File: config.mk
export PLATFORM = sky130hd
export DESIGN_NAME = deadline_timer_queue
export DESIGN_NICKNAME = d
export VERILOG_FILES = /design/src/hdl/dtq_pkg.sv /design/src/hdl/dtq_front.sv /design/src/hdl/dtq_engine.sv /design/src/hdl/deadline_timer_queue.sv
export SDC_FILE = /design/constraint.sdc
export NUM_CORES = 2
export LEC_CHECK = 0
export BUFFER_PORTS_ARGS = -buffer_cell sky130_fd_sc_hd__buf_2
export CORE_ASPECT_RATIO = 1.5
export CORE_MARGIN = 4
export CORE_UTILIZATION = 59
export CTS_CLUSTER_SIZE = 30
export DETAILED_ROUTE_END_ITERATION = 8
export HOLD_SLACK_MARGIN = 0.1
export PLACE_DENSITY = 0.75
export SYNTH_ARGS = -nofsm -noshare
export SYNTH_HDL_FRONTEND = slang
export SYNTH_SLANG_ARGS = --single-unit
File: constraint.sdc
create_clock -name i_clk -period 15.3 [get_ports i_clk]
set_input_delay 1.53 -clock i_clk [delete_from_list [all_inputs] [get_ports i_clk]]
set_output_delay 1.53 -clock i_clk [all_outputs]
set_load 0.005 [all_outputs]
File: src/hdl/dtq_pkg.sv
package dtq_pkg;

    localparam int TIME_W = 48;
    localparam int ID_W   = 16;

    localparam logic [1:0] KIND_ABS   = 2'd0;
    localparam logic [1:0] KIND_DELAY = 2'd1;
    localparam logic [1:0] KIND_POLL  = 2'd2;
    localparam logic [1:0] KIND_CLEAR = 2'd3;

    localparam logic [1:0] OUT_FIRED    = 2'd0;
    localparam logic [1:0] OUT_RELEASED = 2'd1;
    localparam logic [1:0] OUT_REJECTED = 2'd2;

    typedef enum logic [1:0] {
        OP_INSERT = 2'd0,
        OP_POLL   = 2'd1,
        OP_CLEAR  = 2'd2
    } t_op;

    typedef struct packed {
        t_op               op;
        logic [TIME_W-1:0] tm;
        logic [ID_W-1:0]   id;
    } t_cmd;

    typedef struct packed {
        logic [TIME_W-1:0] due;
        logic [ID_W-1:0]   id;
    } t_entry;

endpackage

File: src/hdl/dtq_front.sv
module dtq_front (
    input  logic                        i_clk,
    input  logic                        i_rst_n,
    input  logic                        start,
    output logic                        busy,
    input  logic [1:0]                  i_kind,
    input  logic [dtq_pkg::TIME_W-1:0]  i_now_ms,
    input  logic [dtq_pkg::TIME_W-1:0]  i_when_ms,
    input  logic [dtq_pkg::ID_W-1:0]    i_unit_id,
    output dtq_pkg::t_cmd               o_cmd,
    output logic                        o_cmd_valid,
    input  logic                        i_pop
);
    import dtq_pkg::*;

    t_cmd              r_q [2];
    logic              r_wp, r_rp;
    logic [1:0]        r_cnt;
    t_cmd              cmd_in;
    logic [TIME_W:0]   sum;
    logic              push, pop;

    always_comb begin
        sum = {1'b0, i_now_ms} + {1'b0, i_when_ms};
        cmd_in.id = i_unit_id;
        case (i_kind)
            KIND_ABS: begin
                cmd_in.op = OP_INSERT;
                cmd_in.tm = i_when_ms;
            end
            KIND_DELAY: begin
                cmd_in.op = OP_INSERT;
                cmd_in.tm = sum[TIME_W] ? {TIME_W{1'b1}} : sum[TIME_W-1:0];
            end
            KIND_POLL: begin
                cmd_in.op = OP_POLL;
                cmd_in.tm = i_now_ms;
            end
            default: begin
                cmd_in.op = OP_CLEAR;
                cmd_in.tm = i_now_ms;
            end
        endcase
    end

    assign busy        = (r_cnt == 2'd2);
    assign push        = start && !busy;
    assign o_cmd_valid = (r_cnt != 2'd0);
    assign pop         = i_pop && o_cmd_valid;
    assign o_cmd       = r_q[r_rp];

    always_ff @(posedge i_clk) begin
        if (push) begin
            r_q[r_wp] <= cmd_in;
        end
    end

    always_ff @(posedge i_clk) begin
        if (!i_rst_n) begin
            r_wp  <= 1'b0;
            r_rp  <= 1'b0;
            r_cnt <= 2'd0;
        end else begin
            if (push) begin
                r_wp <= ~r_wp;
            end
            if (pop) begin
                r_rp <= ~r_rp;
            end
            case ({push, pop})
                2'b10:   r_cnt <= r_cnt + 2'd1;
                2'b01:   r_cnt <= r_cnt - 2'd1;
                default: r_cnt <= r_cnt;
            endcase
        end
    end

endmodule

File: src/hdl/dtq_engine.sv
module dtq_engine #(
    parameter int CAPACITY = 32
) (
    input  logic                        i_clk,
    input  logic                        i_rst_n,
    input  dtq_pkg::t_cmd               i_cmd,
    input  logic                        i_cmd_valid,
    output logic                        o_pop,
    output logic                        o_res_valid,
    output logic [dtq_pkg::ID_W-1:0]    o_unit_id_res,
    output logic [1:0]                  o_outcome,
    output logic                        o_last
);
    import dtq_pkg::*;

    localparam int CW = $clog2(CAPACITY + 1);
    localparam int PW = $clog2(CAPACITY);
    localparam logic [CW:0]   CAP_S = (CW+1)'(CAPACITY);
    localparam logic [CW-1:0] CAP_C = CW'(CAPACITY);
    localparam logic [CW-1:0] ONE   = CW'(1);

    typedef enum logic [6:0] {
        S_IDLE     = 7'b0000001,
        S_INS_STEP = 7'b0000010,
        S_INS_CMP  = 7'b0000100,
        S_POLL_RD  = 7'b0001000,
        S_POLL_CMP = 7'b0010000,
        S_CLR_RD   = 7'b0100000,
        S_CLR_OUT  = 7'b1000000
    } t_state;

    function automatic logic [PW-1:0] idx(input logic [PW-1:0] head,
                                          input logic [CW-1:0] rel);
        logic [CW:0] s;
        s = (CW+1)'(head) + {1'b0, rel};
        if (s >= CAP_S) begin
            s = s - CAP_S;
        end
        return s[PW-1:0];
    endfunction

    t_entry            r_mem [CAPACITY];
    t_entry            r_rd;
    t_state            r_state, n_state;
    logic [PW-1:0]     r_head, n_head;
    logic [CW-1:0]     r_count, n_count;
    logic [CW-1:0]     r_p, n_p;
    t_entry            r_new, n_new;
    logic [TIME_W-1:0] r_now, n_now;
    logic [ID_W-1:0]   r_pend_id, n_pend_id;
    logic              r_have_pend, n_have_pend;
    logic              r_valid, n_valid;
    logic [ID_W-1:0]   r_id, n_id;
    logic [1:0]        r_outcome, n_outcome;
    logic              r_last, n_last;
    logic              mem_we;
    logic [PW-1:0]     mem_wa, mem_ra;
    t_entry            mem_wd;

    always_comb begin
        n_state     = r_state;
        n_head      = r_head;
        n_count     = r_count;
        n_p         = r_p;
        n_new       = r_new;
        n_now       = r_now;
        n_pend_id   = r_pend_id;
        n_have_pend = r_have_pend;
        n_valid     = 1'b0;
        n_id        = r_id;
        n_outcome   = r_outcome;
        n_last      = r_last;
        mem_we      = 1'b0;
        mem_wa      = r_head;
        mem_wd      = r_new;
        mem_ra      = r_head;
        o_pop       = 1'b0;
        case (r_state)
            S_IDLE: begin
                if (i_cmd_valid) begin
                    o_pop = 1'b1;
                    case (i_cmd.op)
                        OP_INSERT: begin
                            n_new.due = i_cmd.tm;
                            n_new.id  = i_cmd.id;
                            n_p       = r_count;
                            n_state   = S_INS_STEP;
                        end
                        OP_POLL: begin
                            n_now       = i_cmd.tm;
                            n_have_pend = 1'b0;
                            n_state     = S_POLL_RD;
                        end
                        default: n_state = S_CLR_RD;
                    endcase
                end
            end
            S_INS_STEP: begin
                if (r_count == CAP_C) begin
                    n_valid   = 1'b1;
                    n_id      = r_new.id;
                    n_outcome = OUT_REJECTED;
                    n_last    = 1'b1;
                    n_state   = S_IDLE;
                end else if (r_p == '0) begin
                    mem_we  = 1'b1;
                    mem_wa  = idx(r_head, r_p);
                    mem_wd  = r_new;
                    n_count = r_count + ONE;
                    n_state = S_IDLE;
                end else begin
                    mem_ra  = idx(r_head, r_p - ONE);
                    n_state = S_INS_CMP;
                end
            end
            S_INS_CMP: begin
                mem_we = 1'b1;
                mem_wa = idx(r_head, r_p);
                if (r_rd.due > r_new.due) begin
                    mem_wd  = r_rd;
                    n_p     = r_p - ONE;
                    n_state = S_INS_STEP;
                end else begin
                    mem_wd  = r_new;
                    n_count = r_count + ONE;
                    n_state = S_IDLE;
                end
            end
            S_POLL_RD: begin
                if (r_count == '0) begin
                    if (r_have_pend) begin
                        n_valid   = 1'b1;
                        n_id      = r_pend_id;
                        n_outcome = OUT_FIRED;
                        n_last    = 1'b1;
                    end
                    n_state = S_IDLE;
                end else begin
                    mem_ra  = r_head;
                    n_state = S_POLL_CMP;
                end
            end
            S_POLL_CMP: begin
                if (r_rd.due <= r_now) begin
                    if (r_have_pend) begin
                        n_valid   = 1'b1;
                        n_id      = r_pend_id;
                        n_outcome = OUT_FIRED;
                        n_last    = 1'b0;
                    end
                    n_pend_id   = r_rd.id;
                    n_have_pend = 1'b1;
                    n_head      = idx(r_head, ONE);
                    n_count     = r_count - ONE;
                    n_state     = S_POLL_RD;
                end else begin
                    if (r_have_pend) begin
                        n_valid   = 1'b1;
                        n_id      = r_pend_id;
                        n_outcome = OUT_FIRED;
                        n_last    = 1'b1;
                    end
                    n_state = S_IDLE;
                end
            end
            S_CLR_RD: begin
                if (r_count == '0) begin
                    n_state = S_IDLE;
                end else begin
                    mem_ra  = r_head;
                    n_state = S_CLR_OUT;
                end
            end
            S_CLR_OUT: begin
                n_valid   = 1'b1;
                n_id      = r_rd.id;
                n_outcome = OUT_RELEASED;
                n_last    = (r_count == ONE);
                n_head    = idx(r_head, ONE);
                n_count   = r_count - ONE;
                n_state   = S_CLR_RD;
            end
            default: n_state = S_IDLE;
        endcase
    end

    always_ff @(posedge i_clk) begin
        if (mem_we) begin
            r_mem[mem_wa] <= mem_wd;
        end
        r_rd <= r_mem[mem_ra];
    end

    always_ff @(posedge i_clk) begin
        r_p       <= n_p;
        r_new     <= n_new;
        r_now     <= n_now;
        r_pend_id <= n_pend_id;
        r_id      <= n_id;
        r_outcome <= n_outcome;
        r_last    <= n_last;
    end

    always_ff @(posedge i_clk) begin
        if (!i_rst_n) begin
            r_state     <= S_IDLE;
            r_head      <= '0;
            r_count     <= '0;
            r_have_pend <= 1'b0;
            r_valid     <= 1'b0;
        end else begin
            r_state     <= n_state;
            r_head      <= n_head;
            r_count     <= n_count;
            r_have_pend <= n_have_pend;
            r_valid     <= n_valid;
        end
    end

    assign o_res_valid   = r_valid;
    assign o_unit_id_res = r_id;
    assign o_outcome     = r_outcome;
    assign o_last        = r_last;

    a_count_bound: assert property (@(posedge i_clk) disable iff (!i_rst_n)
        r_count <= CAP_C)
        else $error("entry count above capacity");

    a_head_bound: assert property (@(posedge i_clk) disable iff (!i_rst_n)
        (CW+1)'(r_head) < CAP_S)
        else $error("head pointer out of range");

    a_reject_last: assert property (@(posedge i_clk) disable iff (!i_rst_n)
        (r_valid && r_outcome == OUT_REJECTED) |-> r_last)
        else $error("reject result not marked last");

    a_no_write_full: assert property (@(posedge i_clk) disable iff (!i_rst_n)
        mem_we |-> (r_count < CAP_C))
        else $error("write into full queue");

    a_pop_idle: assert property (@(posedge i_clk) disable iff (!i_rst_n)
        o_pop |=> (r_state != S_IDLE))
        else $error("command popped without starting work");

endmodule

File: src/hdl/deadline_timer_queue.sv
// Accepts a transaction when start is high and busy is low; a two-entry command queue
// lets up to two transactions wait while the engine works.
// Insert: shifts every entry due later than the new one up a place, then stores it;
// a full queue gives a rejected result. Poll: fires each due entry from the head;
// clear: releases every entry. Results cannot be stalled by the receiver.
// Synchronous active-low reset empties the queue and the command queue at once.
module deadline_timer_queue #(
    parameter int CAPACITY = 32
) (
    input  logic                        i_clk,
    input  logic                        i_rst_n,
    input  logic                        start,
    output logic                        busy,
    input  logic [1:0]                  i_kind,
    input  logic [dtq_pkg::TIME_W-1:0]  i_now_ms,
    input  logic [dtq_pkg::TIME_W-1:0]  i_when_ms,
    input  logic [dtq_pkg::ID_W-1:0]    i_unit_id,
    output logic                        o_res_valid,
    output logic [dtq_pkg::ID_W-1:0]    o_unit_id_res,
    output logic [1:0]                  o_outcome,
    output logic                        o_last
);
    import dtq_pkg::*;

    t_cmd cmd;
    logic cmd_valid;
    logic pop;

    dtq_front u_front (
        .i_clk       (i_clk),
        .i_rst_n     (i_rst_n),
        .start       (start),
        .busy        (busy),
        .i_kind      (i_kind),
        .i_now_ms    (i_now_ms),
        .i_when_ms   (i_when_ms),
        .i_unit_id   (i_unit_id),
        .o_cmd       (cmd),
        .o_cmd_valid (cmd_valid),
        .i_pop       (pop)
    );

    dtq_engine #(
        .CAPACITY (CAPACITY)
    ) u_engine (
        .i_clk         (i_clk),
        .i_rst_n       (i_rst_n),
        .i_cmd         (cmd),
        .i_cmd_valid   (cmd_valid),
        .o_pop         (pop),
        .o_res_valid   (o_res_valid),
        .o_unit_id_res (o_unit_id_res),
        .o_outcome     (o_outcome),
        .o_last        (o_last)
    );

endmodule
# Yosys cells after proc, flatten, opt, wreduce, memory -nomap -nowiden
# Memories as Yosys holds them, arrays and structs flattened. A register that Yosys moved wholly into a read port is not among the register bits.
# Index checks and enable logic that the tools add are counted.
# classes
n_reduce_logical	23
n_lt_le_gt_ge	5
n_bitwise	2
eq_ne	26
muxes	67
addsub	12
# ops
operator	n
$pmux 50 s3	1
$mux 64	2
$pmux 16 s4	1
$mux 5	10
$add 48x48->49	1
$pmux 7 s7	1
$gt 48x48->1	1
$le 48x48->1	1
$mux 16	3
$mux 48	1
$mux 6	7
$pmux 6 s2	2
$pmux 6 s4	1
$mux 1	21
$mux 7	3
$pmux 5 s2	2
$sub 5x1->5 const B	3
$add 5x6->7	2
$ge 7x6->1 const B	2
$logic_not 6->1	2
$reduce_and 4->1	3
$sub 6x1->6 const B	2
$ne 2x1->1 const B	5
$ne 2x2->1 const B	5
other kinds (33)	53
# word_totals
ram_bits	2180
wordCells	153
memories	2
register_bits	177
out_inout_bits	21
inputBits	117
# mem_list
memory	words	width	read_ports	rd_ports_with_merged_regs	wr	line_no	source
u_engine.r_mem	32	64	1	1	1	dtq_engine.sv:42	t_entry r_mem [CAPACITY];
u_front.r_q	2	66	1	1	1	dtq_front.sv:16	t_cmd r_q [2];

# Logic depth before layout (Yosys ltp)
# logic_depth
word_depth	7
ltp_mapped	15

# Hierarchy
# From an unflattened synthesis, not the netlist that was laid out.
# unflattened
hier_cells	7247
area_unflattened_um2	100005.9
# modules_own_cells
module	area_each_um2	n_inst	cells_each
dtq_engine	91580.3	1	6476
dtq_front	8425.6	1	771

# Worst setup path before layout
# OpenSTA, ideal clock, no wires.
# synth_timing
path_kind	flip-flop to flip-flop
from	register u_engine.r_p[1]
to	memory u_engine.r_mem[4][0] in the netlist's numbering, enable pin
setup_slack_ps	9511
arrival_time_ps	5303
n_path_buf	0
period_less_slack_ps	5789
path_stages_with_launch	12
required_ps	14814
cell_sequence	edfxtp_1 > inv_1 > ha_1 > or3b_2 > or3_1 > nor2_1 > nand2_1 > nand2_1 > mux2i_1 > nand2b_1 > or2_2 > nor2_1
# synth_between
elab_chain_cells	6
# synth_rtl
element	line_no	source
from (decl)	dtq_engine.sv:47	logic [CW-1:0] r_p, n_p;
from (signal assigned)	dtq_engine.sv:195	r_p <= n_p;
$add 5x6->7 / $logic_not 6->1 (equally long branches)	dtq_engine.sv:35, dtq_engine.sv:105	
$ge 7x6->1 (tied with other cells)	dtq_engine.sv:36	if (s >= CAP_S) begin
$mux 5 / $mux 1 (equally long branches)	dtq_engine.sv:36, dtq_engine.sv:99	
$mux 5 / $pmux 1 s2 (equally long branches)	dtq_engine.sv:105, dtq_engine.sv:78	
$mux 5 / $mux 1 (equally long branches)	dtq_engine.sv:99, dtq_engine.sv:188	
$pmux 5 s2 / $mux 1 (equally long branches)	dtq_engine.sv:78, dtq_engine.sv:189	
to (decl)	dtq_engine.sv:42	
# Parallel ways exist; a longest one is shown, timed or not.

# Worst setup path in the final report
# layout_timing
from	register u_engine.r_p[0]
to	register u_engine.r_rd[62] (netlist name)
# layout_between
elab_chain_cells	7
# layout_rtl
element	line_no	source
$sub 6x1->6	dtq_engine.sv:112	mem_ra = idx(r_head, r_p - ONE);
$add 5x6->7	dtq_engine.sv:35	s = (CW+1)'(head) + {1'b0, rel};
$ge 7x6->1 / $sub 5x1->5 (equally long branches)	dtq_engine.sv:36, dtq_engine.sv:37	
$mux 5	dtq_engine.sv:36	
$mux 5 *	dtq_engine.sv:105	end else if (r_p == '0) begin
$mux 5 *	dtq_engine.sv:99	if (r_count == CAP_C) begin
$mux 5 *	n/a	
# Mark *: on every way between the ends. The rest lies on a longest branch, timed or not.
# A chain may end at the register's enable or synchronous reset.

==> flow_metrics.py <==
metrics = {
    "placed_design": {
        "pre_cts_ws_ps": 8780,
        "hpwl_um": 138000,
        "place_congestion": 0.871,
        "placed_cells": 7950,
        "port-buffer-count": 137,
        "place_area_um2": 101000,
    },
    "synthesis": {
        "syn_nets": 6041,
        "yosysWarnings": 0,
        "synthFlopType": "edfxtp_1",
        "synthTopCellsByCount": "2333 x edfxtp_1, 947 x nand2_1, 407 x mux4_2",
        "synth_cell_types": 73,
        "yosysSeqAreaShare_pct": 73.6,
        "ys_ff_latch": 2422,
        "synth-edff-count": 2333,
        "synth_area_um2": 97500,
        "synthCells": 5763,
        "synth.most_common_cell": "edfxtp_1",
        "synth_area_leaders": "edfxtp_1 72%, mux4_2 9.4%, nand2_1 3.6%",
        "synth_top_area_share_pct": 71.8,
        "avgSynthCellArea_um2": 16.9,
        "yosysTopAreaCell": "edfxtp_1",
        "synthArstFlopShare_pct": 0,
    },
    "sta": {
        "hold_viol": 0,
        "final.min_clock_period_ps": 6460,
        "tightest_slew_ps": 1350,
        "finalCritPeriodShare_pct": 42.2,
        "setup_slack_ps": 8840,
        "slew_headroom_pct": 10.1,
        "rsz0062_at_grt": "false",
        "setup_viol": 0,
        "max_freq_ghz": 0.155,
        "worst_hold_slack_ps": 476,
        "setup-tns-final_ps": 0,
        "skew_ps": 31.6,
        "slew_viol_final": 0,
    },
    "cts": {
        "clock_latency_ps": 840,
        "cts_resized": 0,
        "clkTransAtPathRegs_ps": 70,
        "cts_tree": "built",
        "root_buffer": "clkbuf_16",
        "cts_setup_buffers": 0,
        "clockBufferDepth": 3,
        "cts_buffers": 202,
        "postCtsHoldBufs": 0,
        "clock-sinks": 2422,
        "htreeDepth": 4,
    },
    "hold_path": {
        "hold_end": "u_engine.r_pend_id[12]$_DFFE_PP_",
        "hp-start": "u_engine.r_rd[12]$_DFF_P_",
        "hold_path_depth": 0,
        "hp-class": "reg2reg",
    },
    "floorplanning": {
        "pin_count": 138,
        "rows": 182,
        "fp.dieW_um": 340,
        "die-area_um2": 172000,
        "die_y_um": 506,
        "start_util_pct": 59.4,
        "coreArea_um2": 164000,
    },
    "cells_and_area": {
        "stdcell_area_um2": 108000,
        "final_core_util_pct": 65.7,
        "drive_gt1_share_pct": 18.9,
        "final-instance-count-excl-fill": 8327,
        "num-fill-cells": 10700,
        "area_growth_pct": 10.5,
        "nets": 6224,
    },
    "global_route": {
        "grt_pass1_wl_um": 371000,
        "antenna_found_initial": 2,
        "met3_usage_pct": 5.10,
        "grt_max_degree": 153,
        "grt_pass1_vias": 55900,
        "grt_use_met1_pct": 37.3,
        "overflow": 0,
        "grt_use_total_pct": 29.6,
        "met2_usage_pct": 50.3,
        "grt_busiest_layer": "met2",
    },
    "drt": {
        "num_vias": 55600,
        "vias_per_cell": 6.67,
        "dr.pass1.iters": 6,
        "routedWlPerCell_um": 30.7,
        "drcViolationCount": 0,
        "first_iter_violations": 7507,
        "ant_nets": 0,
        "drt_wl_total_um": 256000,
    },
    "setup_path": {
        "cp-end-kind": "flop",
        "crit_arrival_ps": 7180,
        "critPathRequiredTime_ps": 16020,
        "path_max_fanout": 115,
        "r2r_cells": 14,
        "r2r_setup_slack_ps": 8840,
        "start_kind": "flop",
        "criticalPathCategory": "reg2reg",
        "r2r-start": "u_engine.r_p[0]$_DFFE_PP_",
        "r2r_end": "u_engine.r_rd[62]$_DFF_P_",
    },
    "flow_run": {
        "max_cap_viol_count": 0,
    },
    "power_and_ir_drop": {
        "power.leakage_nw": 36.0,
        "ir_worst_vdd_v": 0.000129,
        "p_per_area_nw_per_um2": 130,
        "p_total_mw": 14.0,
    },
    "status": {
        "outcome": "finished, final reports clean",
    },
}
==> power breakdown <==
group | total (mW) | internal, mW | leakage (nW) | switching (mW)
Clock | 5.12 | 2.83 | 3.22 | 2.29
Sequential | 7.76 | 7.68 | 21.8 | 0.0803
Combinational | 1.12 | 0.346 | 11.0 | 0.777
==> per-layer routing <==
layer  part of all wire, %  vias up
li1                      -    23000
met1                    34    28300
met2                    51     3643
met3                    10      667
met4                   5.3        0
met5                     0        -
==> sequential cells by signal, indices dropped and copies added (netlist names), named ones only <==
name and count:
u_engine.r_p 6, u_engine.r_have_pend 1, u_engine.r_count 6, u_engine.r_new 64
u_front.r_q 132, u_engine.r_state 7, u_engine.o_res_valid 1, u_engine.r_pend_id 16
u_engine.r_now 48, u_engine.r_rd 64, u_front.r_cnt 2, u_front.r_wp 1
u_engine.o_last 1, u_engine.r_head 5, u_engine.r_mem 2048, u_engine.o_unit_id_res 16
u_engine.o_outcome 2, u_front.r_rp 1
==> worst max path at each step <==
stage	from	endpoint	slack (ps)	cells after the start
final	u_engine.r_p[0]$_DFFE_PP_	u_engine.r_rd[62]$_DFF_P_	8840	14
after global routing	u_engine.r_p[0]$_DFFE_PP_	u_engine.r_rd[62]$_DFF_P_	8330	14
after global placement	u_engine.r_p[1]$_DFFE_PP_	u_engine.r_rd[62]$_DFF_P_	8800	14
after CTS	u_engine.r_p[0]$_DFFE_PP_	u_engine.r_rd[62]$_DFF_P_	8720	14
after floorplan	u_engine.r_p[1]$_DFFE_PP_	u_engine.r_mem[4][0]$_DFFE_PP_	9510	11
after detailed placement	u_engine.r_p[0]$_DFFE_PP_	u_engine.r_rd[62]$_DFF_P_	8780	14
==> cells in the final DEF (no fill, tap or decap), types with 11 or more instances in the layout <==
master	count
ha_1	158
a311oi_1	99
nand4_1	33
a22oi_1	23
a21oi_1	145
a221oi_1	16
nor2b_1	13
clkinv_2	34
mux4_2	407
nor2_1	54
inv_1	123
o21ai_0	89
clkinv_1	32
nand2b_1	11
mux2_2	83
mux2i_1	18
bufinv_16	13
clkbuf_16	208
buf_4	137
edfxtp_1	2333
and3_1	108
xnor2_1	35
a31oi_1	64
xor2_1	28
a21o_1	54
nand3_1	230
o22ai_1	51
dfxtp_1	88
nor3_1	17
o21ai_2	20
o21a_1	13
buf_2	137
nand2_1	947
nor2_4	36
o21ai_1	27
clkbuf_8	24
or4_1	11
clkbuf_1	52
==> cell families (layout without fill, tap and decap cells) <==
kind of cell    count (synthesis)  after routing  share of synthesized area, %
fa+ha+maj                     161            161                          2.09
other cells                     0              1                             0
xor+xnor                       63             63                         0.566
flops                        2422           2422                          73.6
mux                           512            512                          10.6
compound gates                660            660                          4.42
buf+inv                       425            780                          1.82
simple gates                 1520           1520                          6.86
==> worst max-delay path, cell delays in order, from the launching register on <==
cell and delay, ps:
edfxtp_1 440, inv_1 120, ha_1 180, or3b_2 470
or3_1 400, nand3_4 260, mux2i_4 280, buf_4 500
buf_12 650, buf_12 700, buf_4 870, mux4_2 610
mux2i_1 190, o22ai_1 110, or3_1 340
==> cell type report <==
cell class	count	area, um^2	area share [%]
clock inverter	92	833	0.773
antenna	1	2.50	0.00232
timing repair buffer	279	1810	1.68
inverter	125	469	0.435
multi-input combinational	2916	24400	22.6
tap	2208	2760	2.56
sequential	2422	71800	66.6
clock buffer	284	5730	5.31
Note: power is estimated with default switching activity, not from simulation.
